--- config.mk ---
export PLATFORM = sky130hd
export DESIGN_NAME = bpc_temp
export DESIGN_NICKNAME = d
export VERILOG_FILES = /design/src/rtl/core/bpc_pkg.sv /design/src/rtl/core/bpc_temp.sv
export SDC_FILE = /design/constraint.sdc
export NUM_CORES = 2
export LEC_CHECK = 0
export ABC_AREA = 0
export BUFFER_PORTS_ARGS = -buffer_cell sky130_fd_sc_hd__buf_2
export CORE_MARGIN = 2
export CORE_UTILIZATION = 36
export CTS_CLUSTER_DIAMETER = 100
export DETAILED_ROUTE_END_ITERATION = 6
export PLACE_DENSITY_LB_ADDON = 0.08
export SLEW_MARGIN = 20
export SYNTH_ARGS = -nofsm -noshare
export SYNTH_HDL_FRONTEND = slang
export SYNTH_SLANG_ARGS = --single-unit
--- constraint.sdc ---
create_clock -name clk -period 8.3 [get_ports clk]
set_input_delay 0.415 -clock clk [delete_from_list [all_inputs] [get_ports clk]]
set_output_delay 0.415 -clock clk [all_outputs]
set_load 0.05 [all_outputs]
--- src/rtl/core/bpc_pkg.sv ---
package bpc_pkg;

  localparam int RAW_W = 20;
  localparam int CAL_W = 48;
  localparam int TEMP_W = 27;
  localparam int PRESS_W = 32;
  localparam int DIV_STEPS = 64;

  localparam logic signed [25:0] FINE_OFFSET = 26'sd128000;
  localparam logic [20:0] P_BASE = 21'd1048576;
  localparam logic [11:0] DIV_SCALE = 12'd3125;
  localparam logic [63:0] P1_BIAS = 64'h0000_8000_0000_0000;
  localparam logic signed [27:0] TEMP_ROUND = 28'sd128;

  typedef enum logic [1:0] {
    CFG_TEMP_CAL,
    CFG_PRESS_A,
    CFG_PRESS_B,
    CFG_PRESS_C
  } cfg_idx_t;

  typedef struct packed {
    logic [15:0] t1;
    logic signed [15:0] t2;
    logic signed [15:0] t3;
    logic [15:0] p1;
    logic signed [15:0] p2;
    logic signed [15:0] p3;
    logic signed [15:0] p4;
    logic signed [15:0] p5;
    logic signed [15:0] p6;
    logic signed [15:0] p7;
    logic signed [15:0] p8;
    logic signed [15:0] p9;
  } cal_t;

endpackage

--- src/rtl/core/bpc_temp.sv ---
module bpc_temp (
  input  logic clk,
  input  logic rst,
  input  logic en,
  input  bpc_pkg::cal_t cal,
  input  logic in_valid,
  input  logic [19:0] raw_temp,
  input  logic [19:0] raw_press,
  output logic out_valid,
  output logic signed [26:0] out_temp,
  output logic signed [25:0] out_pa,
  output logic [19:0] out_adc_p
);
  import bpc_pkg::*;

  logic [4:0] v;
  logic [19:0] adc_p [0:3];
  logic signed [18:0] x1;
  logic signed [16:0] d1;
  logic signed [34:0] m2;
  logic signed [33:0] dd2;
  logic signed [23:0] a3;
  logic signed [36:0] b3;
  logic signed [24:0] fine4;
  logic signed [27:0] tsum;

  assign tsum = (28'(fine4) <<< 2) + 28'(fine4) + TEMP_ROUND;

  always_ff @(posedge clk) begin
    if (rst) begin
      v <= '0;
    end else if (en) begin
      v <= {v[3:0], in_valid};
    end
  end

  always_ff @(posedge clk) begin
    if (en) begin
      x1 <= $signed({2'b0, raw_temp[19:3]}) - $signed({2'b0, cal.t1, 1'b0});
      d1 <= $signed({1'b0, raw_temp[19:4]}) - $signed({1'b0, cal.t1});
      adc_p[0] <= raw_press;
      m2 <= x1 * $signed(cal.t2);
      dd2 <= d1 * d1;
      adc_p[1] <= adc_p[0];
      a3 <= m2[34:11];
      b3 <= $signed({1'b0, dd2[31:12]}) * $signed(cal.t3);
      adc_p[2] <= adc_p[1];
      fine4 <= 25'(a3) + 25'($signed(b3[36:14]));
      adc_p[3] <= adc_p[2];
      out_temp <= 27'($signed(tsum[27:8]));
      out_pa <= 26'(fine4) - FINE_OFFSET;
      out_adc_p <= adc_p[3];
    end
  end

  assign out_valid = v[4];
endmodule

==> summary.txt <==
Run status
  • Outcome: completed

Worst setup path
  • Arrival time worst endpoint: 7580 ps
  • Crit path launch type: flip-flop
  • Setup crit start: x1[4]
  • Req. time, crit path: 8620 ps
  • Max FO, Critical Path: 16
  • CP Capture Type: flip-flop
  • Reg-to-Reg Start: x1[4]
  • Worst Setup Path Type: reg -> reg

Final layout
  • Fill cells: 11,600
  • P&R area growth vs syn: 9.52%
  • Share of layout cells above drive strength 1: 6.63%
  • Nets: 5,593
  • Final non-filler cell total: 5,723
  • Post-Route Utilization: 39.7%

STA
  • Unrepaired setup endpoints after global routing: false
  • Post-route setup slack: 1040 ps
  • Fin crit period: 7260 ps
  • Final Max Tran Viols: 0
  • Setup TNS: 0 ps
  • Final setup viols: 0
  • Least-Margin Pin Slew: 983 ps
  • Clock skew: 28.6 ps
  • F_max: 138 MHz
  • Period utilisation layout: 87.5%
  • Final Hold Vio Count: 0
  • Relative slew slack: 34.5%

Routing
  • Detail Route Antenna Nets: 0
  • Drt pass-1 iters: 4
  • Detailed Route Iter0 Violations: 1,039
  • DRT Wirelength: 98.3 mm
  • Via count: 26,000
  • Routed vias/inst: 4.55
  • Wirelength per Cell: 17.2 um
  • DRC viols: 0

Synthesis
  • Post-Syn Area: 41,400 um2
  • Ys Warns: 0
  • Netlist cell types: 66
  • EDFF count, synth: 278
  • Register area share after synthesis: 20.4%
  • Yosys reg bits: 283
  • Synth Net Count: 5,460
  • Synth Flop Type: edfxtp_1
  • Ys async rst share: 0%
  • Syn Area/Cell: 10.2 um2
  • Post-Synthesis Cells: 4,049

Clock tree
  • CTS clock-pin slew for the worst setup and hold paths: 60 ps
  • CTS Buf Count: 37
  • Root Driver: clkbuf_16
  • Post-CTS setup buffer count: 0
  • Skew-Pair Late Insertion Delay: 590 ps
  • CTS sink count: 283
  • CTS Buffer Depth: 3
  • CTS tree: built
  • CTS HTree Levels: 2

Floorplan
  • Die ar.: 118,000 um2
  • Core area: 114,000 um2
  • Initial Utilization: 36.2%
  • Rows: 124
  • Chip width: 343 um
  • Die Y: 343 um
  • Io pins: 310

Placed design
  • Final GP Congestion: 0.799
  • Pre-CTS setup slack: 1010 ps
  • Post-DP HPWL: 77.9 mm
  • Dpl cells: 5,635
  • I/O Buffers: 162

Global route
  • Initial antenna violation count: 3
  • Grt ovf: 0
  • Largest net degree at the start of global routing: 84
  • Number of global-route vias before repair: 28,700
  • All-layer global routing usage: 17.5%
  • Global-route wire length before repair: 160 mm

Worst hold path
  • Hold_sp: raw_press[18]
  • Hold/Removal Path Class: in -> reg

Run
  • Max-Cap Viols: 0
## layer usage
metal	vias to the layer above	global-route usage [%]	share of wire [%]	routed length, um
met5	-	0	0.024	24
met4	4	4.05	2.2	2190
met3	105	2.26	3.5	3470
met2	378	30.2	48	47600
met1	13100	23.4	46	44900
li1	12400	-	-	-
## final cells by class
type,count,area (um2),share of cell area (%)
clock inverter,23,244,0.539
antenna,2,5.00,0.0110
inverter,1036,3890,8.58
multi-input combinational,2594,28500,62.9
tap,1512,1890,4.18
clock buffer,43,948,2.09
timing repair buffer,230,1390,3.08
sequential,283,8450,18.6
## state kept, by name (all words and copies together) (netlist names), 23 cells and up
signal  cells
a3         23
adc_p      80
b3         23
fine4      25
m2         23
out_pa     26
## cell usage after synthesis (28+ instances only)
master	number	share of area (%)
edfxtp_1	278	20
xor2_1	42	0.89
a21oi_1	73	0.88
a21o_1	30	0.54
nor3_1	32	0.39
and2_1	286	4.3
xnor2_1	103	2.2
clkbuf_1	125	1.1
nor2_1	132	1.2
o21ai_1	28	0.34
nand2_1	455	4.1
fa_1	798	39
inv_1	1035	9.4
nand2b_1	36	0.54
ha_1	377	11
## logic make-up (layout without fill, tap and decap cells)
group | Yosys count | count (layout) | share of synthesized area (%)
AO/OA/AOI/OAI | 236 | 236 | 3.67
XOR/XNOR | 145 | 145 | 3.07
adder cells (fa/ha/maj) | 1175 | 1175 | 50.0
buffers and inverters | 1172 | 1332 | 10.7
flip-flops | 283 | 283 | 20.4
multiplexers | 7 | 7 | 0.172
other | 0 | 2 | 0
AND/OR/NAND/NOR | 1031 | 1031 | 11.9
## worst paths after layout
kind / slack [ps] / endpoint / depth (start not counted)
min reg2reg: 400 / adc_p[3][7] / 0
min: 40 / adc_p[0][18] / 1
max: 1040 / m2[32] / 22
max reg2reg: 1040 / m2[32] / 22
## per-stage QoR
stage / area, um2 / hold slack [ps]
floorplan: 41400 / 400
global placement: 43900 / 400
detailed placement: 43900 / 405
CTS: 45300 / 2.22
global route: 45300 / 18.1
finish: 45300 / 41.9
## timing repair
item / 4_1_cts / 5_1_grt
hold endpoints to repair: 20 / 0
resized for setup: 0 / 0
hold buffers: 20 / 0
## placed cells by master (no fill, tap or decap), types with 4 or more instances in the layout
cell type and n:
or3_1 5, inv_1 1035, o21a_1 21, edfxtp_1 278, mux2i_1 6, nor2_1 132
a31oi_1 7, xnor2_1 103, a21oi_1 73, or2_2 5, nand4_1 13, a211oi_1 8
a21o_1 30, a21boi_1 5, fa_1 798, o21ai_0 26, nor4_1 4, dfxtp_1 5
nand2_1 455, nand3_1 20, dlygate4sd3_1 20, clkinvlp_4 5, clkbuf_16 37, xor2_1 42
ha_1 377, buf_2 161, buf_4 47, o21ai_1 28, o21bai_1 6, nor3_1 32
and3_1 12, clkbuf_1 6, clkinv_1 5, clkinv_2 5, and2_1 286, nand2b_1 36
nor2b_1 20
## worst max-delay path: stages (launching register included)
cell	delay, ps
edfxtp_1	860
buf_4	370
nand2_1	110
fa_1	580
fa_1	410
inv_1	70
ha_1	130
inv_1	50
fa_1	470
inv_1	50
fa_1	600
fa_1	470
ha_1	310
o211ai_1	100
a21oi_1	60
a221oi_1	810
nand4b_1	250
a31oi_1	90
nor2_1	270
o21ai_1	280
a211oi_1	390
o21bai_1	120
xor2_1	150
Power is left out: the tool's default activity adds up to more than one toggle a clock period on the data nets, which glitch-free logic cannot reach.
